$ cat src/rtl/core/shst_pkg.sv
// ----------------------------------------------------------------------------
// shst_pkg: shared types and constants for slope history health stats
// Widths of the record store, the accumulators and the iterative units.
// ----------------------------------------------------------------------------
package shst_pkg;

  localparam int HISTORY_DEPTH = 20;
  localparam int NSENS         = 3;
  localparam int SLOPE_W       = 32;
  localparam int ROW_W         = NSENS * SLOPE_W;
  localparam int AW            = $clog2(HISTORY_DEPTH);
  localparam int CNT_W         = $clog2(HISTORY_DEPTH + 1);
  localparam int SEL_W         = $clog2(NSENS);
  // |difference| of two slopes fits 32 bits unsigned
  localparam int MAG_W         = 32;
  localparam int SQ_W          = 2 * MAG_W;
  localparam int ACC_W         = SQ_W + $clog2(HISTORY_DEPTH);
  localparam int TOT_W         = ACC_W + CNT_W;
  localparam int DIV_W         = TOT_W;
  localparam int DVS_W         = (2 * CNT_W > MAG_W + 3) ? 2 * CNT_W : MAG_W + 3;
  localparam int DIV_CNT_W     = $clog2(DIV_W + 1);
  localparam int ROOT_W        = 31;

  typedef enum logic [1:0] {
    JOB_RATIO,
    JOB_ACCEL,
    JOB_SPREAD
  } job_e;

  typedef struct packed {
    logic             start;
    logic [DIV_W-1:0] dividend;
    logic [DVS_W-1:0] divisor;
  } div_req_t;

  typedef struct packed {
    logic             start;
    logic [TOT_W-1:0] radicand;
  } sqrt_req_t;

endpackage

$ cat src/rtl/core/shst_div.sv
// ----------------------------------------------------------------------------
// shst_div: unsigned restoring divider
// One quotient bit per cycle, done is a pulse.
// ----------------------------------------------------------------------------
module shst_div (
  input  logic                     clk_i,
  input  logic                     rst_ni,
  input  shst_pkg::div_req_t       req_i,
  output logic                     done_o,
  output logic [shst_pkg::DIV_W-1:0] quot_o
);
  import shst_pkg::*;

  logic                 busy_q;
  logic                 done_q;
  logic [DIV_CNT_W-1:0] cnt_q;
  logic [DVS_W:0]       rem_q;
  logic [DVS_W:0]       rem_sh;
  logic [DIV_W-1:0]     quo_q;
  logic [DVS_W-1:0]     dvs_q;
  logic                 qbit;

  always_comb begin
    rem_sh = {rem_q[DVS_W-1:0], quo_q[DIV_W-1]};
    qbit   = (rem_sh >= {1'b0, dvs_q});
  end

  always_ff @(posedge clk_i or negedge rst_ni) begin
    if (!rst_ni) begin
      busy_q <= 1'b0;
      done_q <= 1'b0;
      cnt_q  <= '0;
    end else begin
      done_q <= 1'b0;
      if (req_i.start) begin
        busy_q <= 1'b1;
        cnt_q  <= DIV_CNT_W'(DIV_W);
      end else if (busy_q) begin
        cnt_q <= cnt_q - DIV_CNT_W'(1);
        if (cnt_q == DIV_CNT_W'(1)) begin
          busy_q <= 1'b0;
          done_q <= 1'b1;
        end
      end
    end
  end

  always_ff @(posedge clk_i) begin
    if (req_i.start) begin
      quo_q <= req_i.dividend;
      dvs_q <= req_i.divisor;
      rem_q <= '0;
    end else if (busy_q) begin
      rem_q <= qbit ? (rem_sh - {1'b0, dvs_q}) : rem_sh;
      quo_q <= {quo_q[DIV_W-2:0], qbit};
    end
  end

  assign done_o = done_q;
  assign quot_o = quo_q;

endmodule

$ cat config.mk
export PLATFORM = sky130hd
export DESIGN_NAME = shst_div
export DESIGN_NICKNAME = d
export VERILOG_FILES = /design/src/rtl/core/shst_pkg.sv /design/src/rtl/core/shst_div.sv
export SDC_FILE = /design/constraint.sdc
export NUM_CORES = 1
export LEC_CHECK = 0
export BUFFER_PORTS_ARGS = -buffer_cell sky130_fd_sc_hd__buf_2
export CAP_MARGIN = 40
export CORE_ASPECT_RATIO = 1.2
export CORE_UTILIZATION = 59
export DETAILED_ROUTE_END_ITERATION = 8
export PLACE_DENSITY = 0.86
export SYNTH_ARGS = -nofsm -noshare
export SYNTH_HDL_FRONTEND = slang
export SYNTH_SLANG_ARGS = --single-unit
$ cat constraint.sdc
create_clock -name clk_i -period 4.5 [get_ports clk_i]
set_input_delay 0.45 -clock clk_i [delete_from_list [all_inputs] [get_ports clk_i]]
set_output_delay 0.45 -clock clk_i [all_outputs]
set_load 0.005 [all_outputs]
# == Word level (Yosys, flattened, before mapping) ==
# Cells that the tools add are included.
# totals
register_bits,153
latch_bits,0
mem_bits_rw,0
rom_bits,0
inputBits,112
mem_count,0
# op_classes
addsub,2
n_mul,0
div_mod_pow,0
order_cmp,1
eq_ne,1
shifts,0
n_mux,11
bitwise_logic,0
reduce_logical,1
# ops
op,count
74-bit two-way mux,2
36-bit by 35-bit >= comparator with 1-bit output,1
35-bit two-way mux,1
35-bit subtractor,1
7-bit two-way mux,2
7-bit by 1-bit == test with 1-bit output (second input constant),1
7-bit by 1-bit subtractor with 7-bit output (second input constant),1
1-bit two-way mux,6
2-bit nonzero test,1

# == Longest topological paths before layout ==
# depth
ltp_word,4
depth_mapped,14

# == Least setup slack after synthesis ==
# No wires, ideal clock.
# synth_timing
path_type,register to register
from,"register quo_q[73], in the netlist quot_o[73]"
to,register rem_q[31]
setup_time_ns,0.060
arrival_ns,2.877
t_required_ns,4.440
setup_slack_ns,1.563
stages_incl_launch_ff,13
n_path_buf,1
period_less_slack_ns,2.937
cell_sequence,edfxtp_1 -> inv_1 -> ha_1 -> fa_1 -> nor2b_4 -> o2111ai_2 -> a31oi_2 -> a211o_4 -> a2111oi_4 -> o31a_1 -> buf_6 -> or4_1 -> nand2_1
# synth_via
elab_chain_len,2
elab_cells_between_ends,3
# synth_lines
element,line_no,rtl
start: declaration,shst_div.sv:19,logic [DIV_W-1:0] quo_q;
start signal: assignment,shst_div.sv:50,quo_q <= req_i.dividend;
start signal: assignment,shst_div.sv:55,"quo_q <= {quo_q[DIV_W-2:0], qbit};"
35-bit subtractor or 36-bit by 35-bit >= comparator with 1-bit output (tied branches),"shst_div.sv:54, shst_div.sv:25",
35-bit two-way mux (*),shst_div.sv:54,"rem_q <= qbit ? (rem_sh - {1'b0, dvs_q}) : rem_sh;"
end signal: assignment,shst_div.sv:54,
end: declaration,shst_div.sv:17,logic [DVS_W:0] rem_q;
# Every way passes the cells marked *; elsewhere a longest branch is shown, timed or not.
# A chain may end at the register's enable or synchronous reset.

# == Worst setup path after layout ==
# layout_timing
from,"register quo_q[73], in the netlist quot_o[73]"
to,register rem_q[15]
# Same word-level chain as after synthesis.

==> run metrics <==
Die H=131 µm; vias in the first global route=6330; CP Launch Point=quot_o[73]$_DFFE_PP_; crit share post-route=about 83%; Mapped Area=roughly 8000 µm²; leading area contributor after synthesis=edfxtp_1; LEAKAGE=4.34 nW; Peak VDD IR=~0.00033 V; relative slew slack=roughly half; initial antenna violation count=3; post-synthesis compound-gate area fraction=14.8%; vias per inst=slightly below 6; power per cell area=roughly 530 nW/µm²; CP max stage cell=o31a_1; Buffers & Inverters on Critical Path=2; asr flop ratio synth=5.88%; number of synthesized register bits=153; most frequent cells after synthesis=edfxtp_1 (109), mux2_2 (74), nand2_1 (67); Synth Area in Simple Gates=9.71%; synthesis-to-finish area growth=21.0%; total negative slack=0 ns; CP max FO=22; Starting DRT DRC Count=465; io pins=between 150 and 200; top post-synthesis cells by area=edfxtp_1 (40%), mux2_2 (10%), dfxtp_1 (8.6%); Storage cell area=4200 µm²; Total Die Area=14300 µm²; RSZ-0062 raised after global routing=false; WL/cell=roughly 19 µm; Max clock buf depth=2; clk_lat worst skew=approximately 0.42 ns; Hold Crit Depth=1; ANT nets after route=0; setup bufs post-CTS=0; r2r setup slk=roughly 0.75 ns; vias post-DR=6370; worst slew pin tran=~0.74 ns; WP data arrival=~4.1 ns; Max-Cap Viols=0; synthesized-area fraction occupied by adder cells=~6%; Initial Util=slightly above 60%; final setup vio count=0; DRT Pass-1 Iters=5; CTS tree=yes; first-pass GRT wire length=31.4 mm; total grt overflow=0; synthesized instance count=718; Worst-path clk slew=0.06 ns; num rows=46; dpl cells=1044; Post-CTS Resized=0; CP max stage delay=around 0.63 ns; CTS H-tree depth=4; # fillers=926; I/O Buffers=roughly 190; Hold Path End=dvs_q[26]$_DFFE_PP_; GP Congestion=a little over 0.9; HPWL Detailed=~14 mm; Worst Hold Class=in2reg; pin count of the biggest net entering global routing=between 80 and 90; largest family of logic cells by synthesized area=compound AO/OA/AOI/OAI gates; upper clock frequency limit=about 0.27 GHz; Final Hold Vio Count=0; layout net count=1046; gr usage total=around 29%; number of synthesized flops with an enable pin=between 100 and 150; CP delay by family, top=compound AO/OA/AOI/OAI gates; reg2reg start=quot_o[73]$_DFFE_PP_; CP Capture Type=flip-flop; cell breakdown of the critical path=inv_1, ha_1, fa_1, nor2b_4, o2111ai_2, a31oi_2, a211o_4, a2111oi_4, o31a_1, buf_4, nand2_1, a311oi_2; reg2reg path depth=12; hold bufs inserted after CTS=1; Post-Synth XOR/XNOR Area=roughly 3.7%; reg2reg end=rem_q[15]$_SDFFE_PP0P_; clk root buf=clkbuf_16; Min-Delay Startpoint=req_i[26]; Die Wd=between 100 and 150 µm; mux share of post-synthesis cell area=about 10%; count leader, synth=edfxtp_1; Synth Warn #=0; CP Launch Type=flip-flop; core area=between 10000 and 15000 µm²; prevailing post-synth register cell=edfxtp_1; clock skew=between 0.006 and 0.007 ns; syn_nets=around 870; Cell Count, Final, Fillers Out=1081; share of cells above drive strength 1=a little over a third; min Tclk post-route=roughly 3.7 ns; multi-input logic area=approximately 3600 µm²; post-synth top area share=about 40%; fin. max-slew vios=0; Num CTS Buffers=17; clk sinks=roughly 150; syn_area_per_cell=about 11 µm²; status=complete, no violations; drt drc=0; Crit Path Category=reg2reg; worst endpoint required time=roughly 4.8 ns; Seq/Total Area, Yosys=51.3%; Yosys cell types=60; WL final=~20 mm
-- worst max-delay path by stage --
stage,slack [ns],endpoint,cells after the start
5_1_grt,0.56,rem_q[15]$_SDFFE_PP0P_,12
6_report,0.75,rem_q[15]$_SDFFE_PP0P_,12
4_1_cts,0.77,rem_q[15]$_SDFFE_PP0P_,12
3_3_place_gp,0.97,rem_q[0]$_SDFFE_PP0P_,13
2_1_floorplan,1.56,rem_q[31]$_SDFFE_PP0P_,12
3_5_place_dp,0.80,rem_q[15]$_SDFFE_PP0P_,12
-- routing by layer --
metal / global-route usage, % / up-vias / part of all wire (%)
met5: 0 / - / 0
met3: 9.38 / 58 / 8.0
met4: 13.3 / 0 / 3.9
met2: 50.4 / 248 / 51
li1: - / 3022 / -
met1: 33.2 / 3042 / 38
-- cells by family after synthesis --
| kind of cell | Yosys count |
|---|---|
| buffers and inverters | 83 |
| multiplexers | 75 |
| adder cells (fa/ha/maj) | 38 |
| flip-flops | 153 |
| AND/OR/NAND/NOR | 171 |
| XOR/XNOR | 35 |
| AO/OA/AOI/OAI | 163 |
-- where the power goes --
part	internal, mW	total, mW	switching [mW]
sequential	1.76	1.93	0.173
clock	0.923	1.51	0.585
combinational	0.804	1.84	1.04
-- registers in the layout, summed over array words and instances, names as in the netlist --
register and cells:
rem_q 35, done_o 1, quot_o 74, dvs_q 35
busy_q 1, cnt_q 7
-- metrics by stage --
stage                     utilization, %  power [mW]  hold slack (ns)  worst slack [ns]  instance area (µm²)
final                               74.1        5.28            0.198             0.753                 9900
after global routing                74.1        5.55            0.178             0.562                 9900
after CTS                           74.1        5.27            0.183             0.767                 9890
after detailed placement            69.3        3.76            0.314             0.799                 9250
after global placement              69.0        3.70            0.311             0.973                 9220
after floorplan                        -        3.30            0.154              1.56                 8180
-- layout make-up --
class / count / share of cell area [%]
Clock buffer: 20 / 4.71
Sequential cell: 153 / 42.4
Timing Repair Buffer: 195 / 10.4
Tap cell: 168 / 2.12
Inverter: 47 / 1.78
Antenna cell: 4 / 0.101
Clock inverter: 12 / 1.62
Multi-Input combinational cell: 482 / 36.9
-- cells in the final DEF (no fill, tap or decap), drive strengths merged, types with 5 or more instances in the layout --
master / count
a21o: 15
buf: 194
xnor2: 22
a31oi: 11
a21oi: 40
nand2: 67
xor2: 13
mux2: 74
o21a: 5
clkinv: 5
ha: 37
nand2b: 8
edfxtp: 109
o21ai: 30
nor2b: 5
nor3: 9
a211oi: 7
a32oi: 5
inv: 50
clkbuf: 20
dfrtp: 9
o21bai: 6
and3: 5
dfxtp: 35
a311oi: 12
nand3: 15
nor2: 45
No activity file was read; power rests on OpenSTA's default activity.
