### src/rtl/core/shst_pkg.sv
// ----------------------------------------------------------------------------
// shst_pkg: shared types and constants for slope history health stats
// Widths of the record store, the accumulators and the iterative units.
// ----------------------------------------------------------------------------
package shst_pkg;

  localparam int HISTORY_DEPTH = 20;
  localparam int NSENS         = 3;
  localparam int SLOPE_W       = 32;
  localparam int ROW_W         = NSENS * SLOPE_W;
  localparam int AW            = $clog2(HISTORY_DEPTH);
  localparam int CNT_W         = $clog2(HISTORY_DEPTH + 1);
  localparam int SEL_W         = $clog2(NSENS);
  // |difference| of two slopes fits 32 bits unsigned
  localparam int MAG_W         = 32;
  localparam int SQ_W          = 2 * MAG_W;
  localparam int ACC_W         = SQ_W + $clog2(HISTORY_DEPTH);
  localparam int TOT_W         = ACC_W + CNT_W;
  localparam int DIV_W         = TOT_W;
  localparam int DVS_W         = (2 * CNT_W > MAG_W + 3) ? 2 * CNT_W : MAG_W + 3;
  localparam int DIV_CNT_W     = $clog2(DIV_W + 1);
  localparam int ROOT_W        = 31;

  typedef enum logic [1:0] {
    JOB_RATIO,
    JOB_ACCEL,
    JOB_SPREAD
  } job_e;

  typedef struct packed {
    logic             start;
    logic [DIV_W-1:0] dividend;
    logic [DVS_W-1:0] divisor;
  } div_req_t;

  typedef struct packed {
    logic             start;
    logic [TOT_W-1:0] radicand;
  } sqrt_req_t;

endpackage

### src/rtl/core/shst_sqrt.sv
// ----------------------------------------------------------------------------
// shst_sqrt: integer square root, result clamped to 31 bits
// Greedy bit setting from the top bit down, one bit per cycle.
// ----------------------------------------------------------------------------
module shst_sqrt (
  input  logic                      clk_i,
  input  logic                      rst_ni,
  input  shst_pkg::sqrt_req_t       req_i,
  output logic                      done_o,
  output logic [shst_pkg::ROOT_W-1:0] root_o
);
  import shst_pkg::*;

  logic                busy_q;
  logic                done_q;
  logic [ROOT_W-1:0]   mask_q;
  logic [ROOT_W-1:0]   root_q;
  logic [TOT_W-1:0]    rad_q;
  logic [ROOT_W-1:0]   trial;
  logic [2*ROOT_W-1:0] trial_sq;

  always_comb begin
    trial    = root_q | mask_q;
    trial_sq = trial * trial;
  end

  always_ff @(posedge clk_i or negedge rst_ni) begin
    if (!rst_ni) begin
      busy_q <= 1'b0;
      done_q <= 1'b0;
      mask_q <= '0;
    end else begin
      done_q <= 1'b0;
      if (req_i.start) begin
        busy_q <= 1'b1;
        mask_q <= {1'b1, {(ROOT_W-1){1'b0}}};
      end else if (busy_q) begin
        mask_q <= mask_q >> 1;
        if (mask_q[0]) begin
          busy_q <= 1'b0;
          done_q <= 1'b1;
        end
      end
    end
  end

  always_ff @(posedge clk_i) begin
    if (req_i.start) begin
      root_q <= '0;
      rad_q  <= req_i.radicand;
    end else if (busy_q && (TOT_W'(trial_sq) <= rad_q)) begin
      root_q <= trial;
    end
  end

  assign done_o = done_q;
  assign root_o = root_q;

endmodule

### config.mk
export PLATFORM = sky130hd
export DESIGN_NAME = shst_sqrt
export DESIGN_NICKNAME = d
export VERILOG_FILES = /design/src/rtl/core/shst_pkg.sv /design/src/rtl/core/shst_sqrt.sv
export SDC_FILE = /design/constraint.sdc
export NUM_CORES = 2
export LEC_CHECK = 0
export BUFFER_PORTS_ARGS = -buffer_cell sky130_fd_sc_hd__buf_2
export CAP_MARGIN = 20
export CORE_MARGIN = 3
export CORE_UTILIZATION = 30
export CTS_CLUSTER_DIAMETER = 60
export DETAILED_ROUTE_END_ITERATION = 8
export RECOVER_POWER = 25
export SYNTH_ARGS = -nofsm -noshare
export SYNTH_HDL_FRONTEND = slang
export SYNTH_SLANG_ARGS = --single-unit
export TNS_END_PERCENT = 1
### constraint.sdc
create_clock -name clk_i -period 9.42 [get_ports clk_i]
set_input_delay 1.884 -clock clk_i [delete_from_list [all_inputs] [get_ports clk_i]]
set_output_delay 1.884 -clock clk_i [all_outputs]
set_load 0.1 [all_outputs]
# After elaboration in Yosys (flattened, before gate mapping)
# Index checks and enable logic that the tools add are counted.
# classes
n_lt_le_gt_ge,1
bitwise_logic,1
mul,1
n_mux,8
n_reduce_logical,2
# ops
op,n
<= comparator 62 x 74 -> 1 bit,1
multiplier 31 x 31 -> 62 bit,1
2-to-1 mux 31 bit,2
OR 31 bit,1
2-to-1 mux 1 bit,6
nonzero test 2 bit,1
logical AND 1 bit,1
# totals
input_bits,77
ff_bits,138
word_cells,18
output_inout_bits,32

# Logic depth before layout (Yosys ltp)
# depth
word_depth,4
ltp_mapped,43
mapped_depth_nobuf,40

# Least setup slack after synthesis
# OpenSTA, ideal clock, no wires.
# synth_timing
path_type,reg-to-reg
startpoint,"register root_q[4], in the netlist root_o[4]"
endpoint,"register root_q[2], in the netlist root_o[2]"
synth_period_minus_slack_ps,10120
t_required_ps,9357
slack_ps,-700
path_buffers,3
path_stages_with_launch,36
t_arrival_ps,10057
setup_time_ps,63
cell_sequence,dfxtp_1 -> nor2_1 -> inv_1 -> clkbuf_1 -> buf_1 -> nand2_1 -> fa_1 -> inv_1 -> fa_1 -> fa_1 -> fa_1 -> fa_1 -> fa_1 -> fa_1 -> inv_1 -> fa_1 -> inv_1 -> ha_1 -> a21o_1 -> a211oi_2 -> o211ai_1 -> a221oi_2 -> and2_4 -> a21oi_4 -> o21ai_4 -> mux2_1 -> nor2_1 -> ha_1 -> a21o_1 -> a21o_1 -> a211o_1 -> o311ai_1 -> o221ai_1 -> a21boi_1 -> buf_2 -> a22o_1
# synth_via
elab_chain_len,4
# synth_lines
element,line,source
from (decl),shst_sqrt.sv:17,logic [ROOT_W-1:0] root_q;
from (signal assigned),shst_sqrt.sv:52,root_q <= trial;
OR 31 bit,shst_sqrt.sv:23,trial = root_q | mask_q;
via trial[4],shst_sqrt.sv:19,logic [ROOT_W-1:0] trial;
multiplier 31 x 31 -> 62 bit,shst_sqrt.sv:24,trial_sq = trial * trial;
<= comparator 62 x 74 -> 1 bit,shst_sqrt.sv:51,end else if (busy_q && (TOT_W'(trial_sq) <= rad_q)) begin
logical AND 1 bit,shst_sqrt.sv:51,
# The timed path passes the listed nets, and every way through them passes these cells.
# A chain may end at the register's enable or synchronous reset.

# Worst setup path after layout
# layout_timing
startpoint,register mask_q[13]
endpoint,"register root_q[22], in the netlist root_o[22]"
# layout_via
elab_chain_len,4
# layout_lines
element,line,source
from (decl),shst_sqrt.sv:16,logic [ROOT_W-1:0] mask_q;
from (signal assigned),shst_sqrt.sv:36,"mask_q <= {1'b1, {(ROOT_W-1){1'b0}}};"
from (signal assigned),shst_sqrt.sv:38,mask_q <= mask_q >> 1;
OR 31 bit,shst_sqrt.sv:23,
multiplier 31 x 31 -> 62 bit,shst_sqrt.sv:24,
<= comparator 62 x 74 -> 1 bit,shst_sqrt.sv:51,
logical AND 1 bit,shst_sqrt.sv:51,
# No other way between the ends.

==> results.txt <==
Status: complete, but fails checks
Failing checks: negative setup slack
Skew final: 0.0176 ns
WP data arrival: 9.97 ns
Worst setup startpoint: mask_q[13]$_DFFE_PN0P_
Starting Density: 0.305
Vias in the first global route: 28.0k
CTS tree: done
Max-slew violation count: 0
Slew headroom: 0.432
Clock transition at path regs: 0.07 ns
Hold EP: root_o[2]$_SDFFE_PP0P_
Initial antenna violation count: 11
Final ANT Viol Nets: 0
Row Count: 120
R2r endpoint: root_o[22]$_SDFFE_PP0P_
CP peak stage delay: 0.57 ns
CTS root buf: clkbuf_16
Unique masters post-synth: 72
WL met2: 49,800 um
Yosys reg bits: 138
Max Used Layer: met5
CP Launch Type: flip-flop
Max cap viols: 0
HPWL after DPL: 89,600 um
Gr ovfl total: 0
RSZ-0062 raised after global routing: true
Post-route minimum period: 9.57 ns
Number of H-tree levels: 4
CP max stage cell: fa_2
DR DRC count: 0
Max Fclk: 0.104 GHz
Routed WL per cell: 19.1 um
GRT Resource Usage Total: 0.189
Critical path capture point type: flip-flop
First-pass GRT wire length: 162,000 um
Chip width: 337 um
Share of cells above drive strength 1: 0.231
Worst-margin pin slew: 0.852 ns
Full die area: 114,000 um^2
Total power: 1600 uW
Core Area: 108,000 um^2
Worst r2r path cells: 42
Worst hold path type: reg -> reg
Port bufs: 108
Number of fill cells: 10.7k
Worst flop-to-flop path startpoint: mask_q[13]$_DFFE_PN0P_
Register area: 3750 um^2
Wire length on met3: 6820 um
Total Nets Final: 5,162
RePlAce Congestion: 0.958
Pwr Density: 39.3 nW/um^2
Clock Latency Late Sink: 0.47 ns
Most common flop cell mapped by yosys: edfxtp_1
Tcrit/Tclk final: 1.02
Setup WS pre-CTS: -0.659 ns
Vias per cell: 4.62
Num ports: 109
Required time worst endpoint: 9.82 ns
M1 WL: 42,800 um
Setup CP Type: reg -> reg
Mapped Nets: 4,598
Cell area after synthesis: 32,900 um^2
DIE HEIGHT: 337 um
Asr flop ratio synth: 0.239
Area of the multi-input gates: 25,800 um^2
Area Overhead vs Synth: 24.0%
CP max FO: 15
Clock sinks: 138
Maximum buffer depth of the clock tree: 2
Flop-to-flop setup slack: -0.15 ns
Bufs and invs on worst path: 14
Syn Area/Cell: 9.54 um^2
Hold_sp: root_o[2]$_SDFFE_PP0P_
Final WS setup: -0.151 ns
Mapped Cells: 3,453
Critical Path Most Common Cell: buf_4
Number of buffers created by CTS: 17
Drt initial violations: 1,447
Routed WL: 104,000 um
Peak VDD IR: 0.142 mV
Post-synth EDFFs: 74
Count of final setup violators: 30
DRT Pass-1 Iters: 6
Part of the Yosys area used for sequential elements: 0.111
Pin count of the biggest net entering global routing: 64
Top delay family on crit path: adder cells
Total number of yosys warnings: 0
Pleak: 0.0227 uW
Via count: 25.1k
Hold-critical path depth: 1
Fin. Hold Viols: 0
==> cells in the final DEF, fill, tap and decap left out, drive strengths merged, types with 33 or more instances in the layout <==
cell    instances
a21o           55
a21oi          84
buf           666
dfrtp          33
edfxtp         74
fa            754
ha            314
inv           984
mux2i          34
nand2         308
nor2          320
o21ai          38
xnor2          42
==> cells by family after synthesis <==
logic type	count (synthesis)	synth area share
buf+inv	1104	0.126
fa+ha+maj	1068	0.578
simple gates	762	0.0969
compound gates	277	0.0584
flops	138	0.111
xor+xnor	68	0.0181
mux	36	0.0110
==> metrics by stage <==
step | instances | util | TNS, ns | hold WS (ns) | cell area (um^2)
global route | 5441 | 0.378 | -14.70 | 0.533 | 40800
finish | 5441 | 0.378 | -3.53 | 0.518 | 40800
detailed placement | 5344 | 0.359 | -19.80 | 0.504 | 38800
CTS | 5425 | 0.377 | 0 | 0.519 | 40700
global placement | 5343 | 0.359 | -16.39 | 0.475 | 38800
floorplan | 3453 | - | 0 | 0.451 | 33000
==> cell usage after synthesis, types with 33 or more instances <==
master,count,area [um^2]
nand2_1,307,1150
nor2_1,320,1200
edfxtp_1,74,2220
dfrtp_1,33,826
xnor2_1,42,368
a21o_1,55,413
fa_1,754,15100
clkbuf_1,100,375
ha_1,314,3930
a21oi_1,82,410
inv_1,975,3660
mux2i_1,34,340
==> cell type report <==
type                            instances  share of cell area
Multi-Input combinational cell       2211               0.633
Timing Repair Buffer                  666               0.127
Sequential cell                       138              0.0920
Inverter                              983              0.0908
Tap cell                             1403              0.0430
Clock buffer                           17              0.0104
Clock inverter                         15             0.00368
Antenna cell                            8            0.000490
==> worst reg2reg max path: cells and delay by family (launching register included) <==
kind	cells	cell delay, ns
AO/OA/AOI/OAI	13	2.39
XOR/XNOR	1	0.16
adder cells (fa/ha/maj)	10	4.62
buffers and inverters	14	1.51
flip-flops	1	0.39
AND/OR/NAND/NOR	4	0.43
==> registers in the layout (all words and copies together), names as in the netlist <==
signal	count
root_o	31
busy_q	1
done_o	1
rad_q	74
mask_q	31
==> metal layers <==
| layer | track usage | vias up |
|---|---|---|
| met1 | 0.241 | 12738 |
| met5 | 0 | - |
| met4 | 0.0714 | 2 |
| met3 | 0.0340 | 207 |
| li1 | - | 11395 |
| met2 | 0.320 | 783 |
==> report_power, final <==
part	internal, uW	switching [uW]	leakage, uW
registers	662	11.1	0.00145
clock network	372	325	0.000277
logic	93.1	141	0.0210
==> repair_timing <==
| item | in CTS | in global routing |
|---|---|---|
| setup endpoints to repair | 31 | 31 |
| pin swaps | 122 | 53 |
| resized for setup | 231 | 24 |
| buffers inserted | 48 | 9 |
| hold buffers | 0 | 0 |
| gates cloned | 2 | 0 |
==> worst max-delay path by stage <==
stage | to | slack [ns] | depth (start not counted)
CTS | root_o[13]$_SDFFE_PP0P_ | 0.0002 | 38
floorplan | root_o[2]$_SDFFE_PP0P_ | 0.001 | 36
global placement | root_o[19]$_SDFFE_PP0P_ | -0.54 | 38
global route | root_o[13]$_SDFFE_PP0P_ | -0.53 | 44
finish | root_o[22]$_SDFFE_PP0P_ | -0.15 | 42
detailed placement | root_o[24]$_SDFFE_PP0P_ | -0.66 | 38
(Power assumes the default switching activity.)
