<file path="src/rtl/core/shst_pkg.sv">
// ----------------------------------------------------------------------------
// shst_pkg: shared types and constants for slope history health stats
// Widths of the record store, the accumulators and the iterative units.
// ----------------------------------------------------------------------------
package shst_pkg;

  localparam int HISTORY_DEPTH = 20;
  localparam int NSENS         = 3;
  localparam int SLOPE_W       = 32;
  localparam int ROW_W         = NSENS * SLOPE_W;
  localparam int AW            = $clog2(HISTORY_DEPTH);
  localparam int CNT_W         = $clog2(HISTORY_DEPTH + 1);
  localparam int SEL_W         = $clog2(NSENS);
  // |difference| of two slopes fits 32 bits unsigned
  localparam int MAG_W         = 32;
  localparam int SQ_W          = 2 * MAG_W;
  localparam int ACC_W         = SQ_W + $clog2(HISTORY_DEPTH);
  localparam int TOT_W         = ACC_W + CNT_W;
  localparam int DIV_W         = TOT_W;
  localparam int DVS_W         = (2 * CNT_W > MAG_W + 3) ? 2 * CNT_W : MAG_W + 3;
  localparam int DIV_CNT_W     = $clog2(DIV_W + 1);
  localparam int ROOT_W        = 31;

  typedef enum logic [1:0] {
    JOB_RATIO,
    JOB_ACCEL,
    JOB_SPREAD
  } job_e;

  typedef struct packed {
    logic             start;
    logic [DIV_W-1:0] dividend;
    logic [DVS_W-1:0] divisor;
  } div_req_t;

  typedef struct packed {
    logic             start;
    logic [TOT_W-1:0] radicand;
  } sqrt_req_t;

endpackage

</file>
<file path="src/rtl/core/shst_store.sv">
// ----------------------------------------------------------------------------
// shst_store: calibration record memory
// One row holds the three slopes of a record; registered read port.
// ----------------------------------------------------------------------------
module shst_store (
  input  logic                     clk_i,
  input  logic                     wr_en_i,
  input  logic [shst_pkg::AW-1:0]    wr_addr_i,
  input  logic [shst_pkg::ROW_W-1:0] wr_data_i,
  input  logic                     rd_en_i,
  input  logic [shst_pkg::AW-1:0]    rd_addr_i,
  output logic [shst_pkg::ROW_W-1:0] rd_data_o
);
  import shst_pkg::*;

  logic [ROW_W-1:0] mem_q [HISTORY_DEPTH];

  always_ff @(posedge clk_i) begin
    if (wr_en_i) begin
      mem_q[wr_addr_i] <= wr_data_i;
    end
  end

  always_ff @(posedge clk_i) begin
    if (rd_en_i) begin
      rd_data_o <= mem_q[rd_addr_i];
    end
  end

endmodule

</file>
<file path="config.mk">
export PLATFORM = sky130hd
export DESIGN_NAME = shst_store
export DESIGN_NICKNAME = d
export VERILOG_FILES = /design/src/rtl/core/shst_pkg.sv /design/src/rtl/core/shst_store.sv
export SDC_FILE = /design/constraint.sdc
export NUM_CORES = 2
export LEC_CHECK = 0
export BUFFER_PORTS_ARGS = -buffer_cell sky130_fd_sc_hd__buf_2
export CORE_MARGIN = 3
export CORE_UTILIZATION = 56
export DETAILED_ROUTE_END_ITERATION = 8
export PLACE_DENSITY = 0.88
export SKIP_CTS_REPAIR_TIMING = 1
export SLEW_MARGIN = 20
export SYNTH_ARGS = -nofsm -noshare
export SYNTH_HDL_FRONTEND = slang
export SYNTH_SLANG_ARGS = --single-unit
</file>
<file path="constraint.sdc">
create_clock -name clk_i -period 5.2 [get_ports clk_i]
set_input_delay 0.52 -clock clk_i [delete_from_list [all_inputs] [get_ports clk_i]]
set_output_delay 0.52 -clock clk_i [all_outputs]
set_load 0.01 [all_outputs]
</file>
# [Word level (Yosys, flattened, before mapping)]
# Memory sizes are Yosys's and may differ from the RTL's. A register that Yosys moved wholly into a read port is not among the register bits.
# Cells that the tools add are included.
[word_totals] reg_bits=0 mem_bits_rw=1920 input_bits=109 out_inout_bits=96 wordCells=3 memories=1
[mem_list] name="mem_q" depth=20 word_bits=96 rd=1 rd_ports_with_merged_regs=1 wr=1 line_no="shst_store.sv:16" text="logic [ROW_W-1:0] mem_q [HISTORY_DEPTH];"
[classes] n_mux=2
[ops] cell="$mux 1" n=2

# [Logic depth before layout (Yosys ltp)]
[logic_depth] depth_word=2 ltp_mapped=8 mapped_depth_nobuf=4

# [Least setup slack after synthesis]
# OpenSTA, ideal clock, no wires.
[synth_path] kind="input to register" start="input port wr_addr_i[1] (netlist bit)" end="memory mem_q[12][0] (netlist bit), enable pin" arrival_time_ps=5072 path_slack_ps=-424 cell_stages=2 cell_sequence="or3b_2 > nor2_1"
[synth_rtl] element="start: declaration" line_no="shst_store.sv:8" text="input logic [shst_pkg::AW-1:0] wr_addr_i,"
[synth_rtl] element="end: declaration" line_no="shst_store.sv:16"
# No word-level cell before the write port.

==> run_summary.xml <==
<?xml version="1.0" encoding="UTF-8"?>
<metrics>
  <group name="outcome">
    <metric name="result_of_the_run" unit="">completed</metric>
  </group>
  <group name="setup_path">
    <metric name="start_kind" unit="">input pin</metric>
    <metric name="reg2reg_setup_slack" unit="ns">3.30</metric>
    <metric name="critical_path.endpoint_type" unit="">flip-flop</metric>
    <metric name="count_of_cell_instances_traversed_by_the_critical_path" unit="">6</metric>
    <metric name="launch_point_of_the_critical_path" unit="">rd_addr_i[1]</metric>
    <metric name="cell_with_the_biggest_individual_delay_on_the_critical_path" unit="">sky130_fd_sc_hd__nand2b_4</metric>
    <metric name="critPathKind" unit="">input pin to flip-flop</metric>
    <metric name="r2r.worst_path.cells" unit="">3</metric>
    <metric name="cp_max_fo" unit="">60</metric>
    <metric name="critical_path.top_delay_family" unit="">buffers and inverters</metric>
    <metric name="r2r-start" unit="">mem_q[5][91]$_DFFE_PP_</metric>
    <metric name="cp.required" unit="ns">5.73</metric>
    <metric name="critical_path.max_stage_delay" unit="ns">0.76</metric>
    <metric name="worst-path-buf-inv" unit="">2</metric>
    <metric name="worstPathCellList" unit="">buf_6, nand2b_4, buf_12, o22ai_1, a2111oi_0, nand2_1</metric>
    <metric name="regToRegEndpoint" unit="">rd_data_o[91]$_DFFE_PP_</metric>
    <metric name="cp-endpoint" unit="">rd_data_o[84]$_DFFE_PP_</metric>
    <metric name="arr_time_crit_path" unit="ns">3.20</metric>
  </group>
  <group name="die">
    <metric name="die_area" unit="µm²">141000</metric>
    <metric name="io-pin-count" unit="">205</metric>
    <metric name="placeableCoreArea" unit="µm²">134000</metric>
    <metric name="width_of_the_die" unit="µm">375</metric>
    <metric name="floorplan.die.height" unit="µm">375</metric>
    <metric name="starting_density_of_the_core" unit="%">56.8</metric>
    <metric name="cell_rows" unit="">134</metric>
  </group>
  <group name="logic_synthesis">
    <metric name="synth_seq_area_share" unit="%">79.2</metric>
    <metric name="synth.ff_latch_count" unit="">2016</metric>
    <metric name="synth.area.top_cells" unit="">sky130_fd_sc_hd__edfxtp_1 (79%), sky130_fd_sc_hd__mux2i_1 (8.9%), sky130_fd_sc_hd__mux4_2 (2.8%)</metric>
    <metric name="postSynthNetCount" unit="">4113</metric>
    <metric name="syn-mean-instance-area" unit="µm²">19.1</metric>
    <metric name="synth-async-reset-ratio" unit="%">0</metric>
    <metric name="synthFlopType" unit="">sky130_fd_sc_hd__edfxtp_1</metric>
    <metric name="netlist_area" unit="µm²">76400</metric>
    <metric name="netlist.top_cell.by_area" unit="">sky130_fd_sc_hd__edfxtp_1</metric>
    <metric name="post-synth-top-area-fraction" unit="%">79.2</metric>
    <metric name="ys.warnings.count" unit="">0</metric>
    <metric name="synth_edf_count" unit="">2016</metric>
    <metric name="synthCells" unit="">4004</metric>
    <metric name="synth.distinct_cells" unit="">30</metric>
  </group>
  <group name="timing">
    <metric name="slew_headroom" unit="%">22.6</metric>
    <metric name="fin_crit_sh" unit="%">51.3</metric>
    <metric name="final_max_slew_viol_count" unit="">0</metric>
    <metric name="finalHoldWorstSlack" unit="ns">0.128</metric>
    <metric name="timing_hold_violations_final" unit="">0</metric>
    <metric name="final.min_clock_period" unit="ns">2.67</metric>
    <metric name="grt_setup_unrepaired" unit="">false</metric>
    <metric name="max_slew.worst_pin.slew" unit="ns">1.16</metric>
    <metric name="highest_clock_frequency_the_design_can_meet" unit="MHz">375</metric>
    <metric name="skew" unit="ns">0.0277</metric>
    <metric name="setup_viol" unit="">0</metric>
  </group>
  <group name="hold_path">
    <metric name="worst_hold_path_type" unit="">input pin to flip-flop</metric>
    <metric name="count_of_cells_along_the_worst_hold_path" unit="">1</metric>
  </group>
  <group name="cells_and_area">
    <metric name="total_number_of_nets_in_the_final_design" unit="">4377</metric>
    <metric name="filler_cell_count" unit="">8273</metric>
    <metric name="sequential_cell_area" unit="µm²">60500</metric>
    <metric name="layout.cell_area.non_filler" unit="µm²">85600</metric>
    <metric name="multiInputGateArea" unit="µm²">15000</metric>
    <metric name="finish.cell_count_without_fillers" unit="">6202</metric>
    <metric name="syn2layout_area_growth" unit="%">12.0</metric>
    <metric name="layout-drive-gt1-share" unit="%">16.9</metric>
  </group>
  <group name="routing">
    <metric name="drtAntennaViolNets" unit="">0</metric>
    <metric name="routedWlPerCell" unit="µm">31.7</metric>
    <metric name="drc_viols" unit="">0</metric>
    <metric name="detail_route.vias_per_cell" unit="">6.72</metric>
    <metric name="wirelength_met1" unit="µm">65900</metric>
    <metric name="met2RoutedLength" unit="µm">95700</metric>
    <metric name="dr_total_vias" unit="">41600</metric>
    <metric name="drtIter0Drc" unit="">6385</metric>
    <metric name="routed_wirelength" unit="µm">197000</metric>
    <metric name="routed.top_layer" unit="">met5</metric>
    <metric name="wl_met3" unit="µm">26300</metric>
    <metric name="drtPass1Iterations" unit="">6</metric>
  </group>
  <group name="pwr">
    <metric name="cellPowerDensity" unit="nW/µm²">381</metric>
    <metric name="total_power" unit="mW">32.6</metric>
    <metric name="irDropWorstVdd" unit="mV">0.333</metric>
    <metric name="static-leakage-power" unit="nW">28.9</metric>
  </group>
  <group name="place">
    <metric name="dpl.cell_count" unit="">5850</metric>
    <metric name="gp_routability_congestion" unit="">0.762</metric>
    <metric name="hpwl" unit="µm">95400</metric>
    <metric name="placedInstanceArea" unit="µm²">80000</metric>
    <metric name="port-buffer-count" unit="">204</metric>
  </group>
  <group name="clocking">
    <metric name="clk_root_buffer_cell" unit="">sky130_fd_sc_hd__clkbuf_16</metric>
    <metric name="clock_path_buffers" unit="">3</metric>
    <metric name="clock_sink_count" unit="">2016</metric>
    <metric name="clock_transition_at_path_regs" unit="ns">0.07</metric>
    <metric name="cts-htree-levels" unit="">4</metric>
    <metric name="clk_latency" unit="ns">0.79</metric>
    <metric name="cts_bufs_inserted" unit="">183</metric>
    <metric name="clock_tree_from_tritoncts" unit="">built</metric>
  </group>
  <group name="flow_run">
    <metric name="timing.max_cap.violations" unit="">0</metric>
  </group>
  <group name="global_routing">
    <metric name="grt_use_total" unit="%">27.5</metric>
    <metric name="grt_antenna_before_repair" unit="">37</metric>
    <metric name="pin_count_of_the_biggest_net_entering_global_routing" unit="">138</metric>
    <metric name="grt_pass1_vias" unit="">42900</metric>
    <metric name="first_pass_grt_wire_length" unit="µm">283000</metric>
    <metric name="grt_remaining_overflow" unit="">0</metric>
  </group>
</metrics>
==> registers in the layout (all words and copies together) (netlist names) <==
signal	flops
rd_data_o	96
mem_q	1920
==> worst min-delay path by stage <==
stage                       startpoint                       to
2_1_floorplan  mem_q[10][80]$_DFFE_PP_  rd_data_o[80]$_DFFE_PP_
5_1_grt                  wr_data_i[43]   mem_q[5][43]$_DFFE_PP_
3_3_place_gp   mem_q[10][91]$_DFFE_PP_  rd_data_o[91]$_DFFE_PP_
3_5_place_dp   mem_q[11][82]$_DFFE_PP_  rd_data_o[82]$_DFFE_PP_
6_report                 wr_data_i[37]  mem_q[15][37]$_DFFE_PP_
4_1_cts                  wr_data_i[37]  mem_q[15][37]$_DFFE_PP_
==> cell usage after synthesis, types with 3 or more instances <==
| library cell | count |
|---|---|
| sky130_fd_sc_hd__a22oi_1 | 96 |
| sky130_fd_sc_hd__buf_2 | 83 |
| sky130_fd_sc_hd__o22ai_1 | 96 |
| sky130_fd_sc_hd__mux2_2 | 86 |
| sky130_fd_sc_hd__nor2b_1 | 3 |
| sky130_fd_sc_hd__a2111oi_0 | 5 |
| sky130_fd_sc_hd__nand3_1 | 183 |
| sky130_fd_sc_hd__buf_6 | 5 |
| sky130_fd_sc_hd__nor2_1 | 117 |
| sky130_fd_sc_hd__buf_4 | 40 |
| sky130_fd_sc_hd__mux2i_1 | 682 |
| sky130_fd_sc_hd__or3b_2 | 3 |
| sky130_fd_sc_hd__nor3_1 | 11 |
| sky130_fd_sc_hd__clkbuf_1 | 84 |
| sky130_fd_sc_hd__a21oi_1 | 96 |
| sky130_fd_sc_hd__nand2_1 | 194 |
| sky130_fd_sc_hd__a2111oi_2 | 5 |
| sky130_fd_sc_hd__edfxtp_1 | 2016 |
| sky130_fd_sc_hd__nand3b_1 | 4 |
| sky130_fd_sc_hd__buf_1 | 5 |
| sky130_fd_sc_hd__a211oi_1 | 86 |
| sky130_fd_sc_hd__mux4_2 | 96 |
==> power breakdown <==
| part | internal, mW | switching (mW) | total [mW] |
|---|---|---|---|
| registers | 18.2 | 0.112 | 18.3 |
| clock network | 6.96 | 5.82 | 12.8 |
| logic | 0.516 | 1.06 | 1.57 |
==> through the flow <==
step / setup TNS, ns / setup WS (ns) / utilization (%)
floorplan: -553.80 / -0.424 / -
global route: 0 / 2.51 / 63.6
detailed placement: 0 / 1.94 / 59.5
CTS: 0 / 2.62 / 63.6
global placement: 0 / 1.90 / 59.4
finish: 0 / 2.53 / 63.7
==> kinds of logic (layout without fill, tap and decap cells) <==
group                  after synthesis  after routing  share of synthesized area, %
DFF                               2016           2016                          79.2
AOI/OAI and AO/OA                  384            384                          3.36
other                                0             25                             0
buffers and inverters              217            622                          1.45
and+or+nand+nor                    523            523                          2.98
muxes                              864            864                          13.0
==> area by class of cell <==
class                           count  share of cell area [%]
Antenna cell                       25                  0.0731
Clock buffer                      230                    5.58
Clock inverter                     96                   0.927
Multi-Input combinational cell   1771                    17.5
Sequential cell                  2016                    70.7
Tap cell                         1768                    2.58
Timing Repair Buffer              296                    2.58
==> layout by cell type, fill, tap and decap left out, drive strengths merged <==
cell,n
a2111oi,10
a211oi,86
a21oi,96
a22oi,96
and2,1
and3b,1
buf,296
bufinv,9
clkbuf,230
clkinv,79
clkinvlp,2
diode,25
edfxtp,2016
inv,6
mux2,86
mux2i,682
mux4,96
nand2,194
nand2b,1
nand3,183
nand3b,4
nand4b,1
nand4bb,1
nor2,117
nor2b,3
nor3,11
nor3b,1
o22ai,96
or2,1
or3,1
or3b,3
==> layer usage <==
layer / GRT usage, % / vias to the layer above
li1: - / 16600
met4: 13.1 / 10
met3: 7.20 / 664
met1: 35.2 / 20900
met2: 44.3 / 3491
met5: 0 / -
Note: power is estimated with default switching activity, not from simulation.
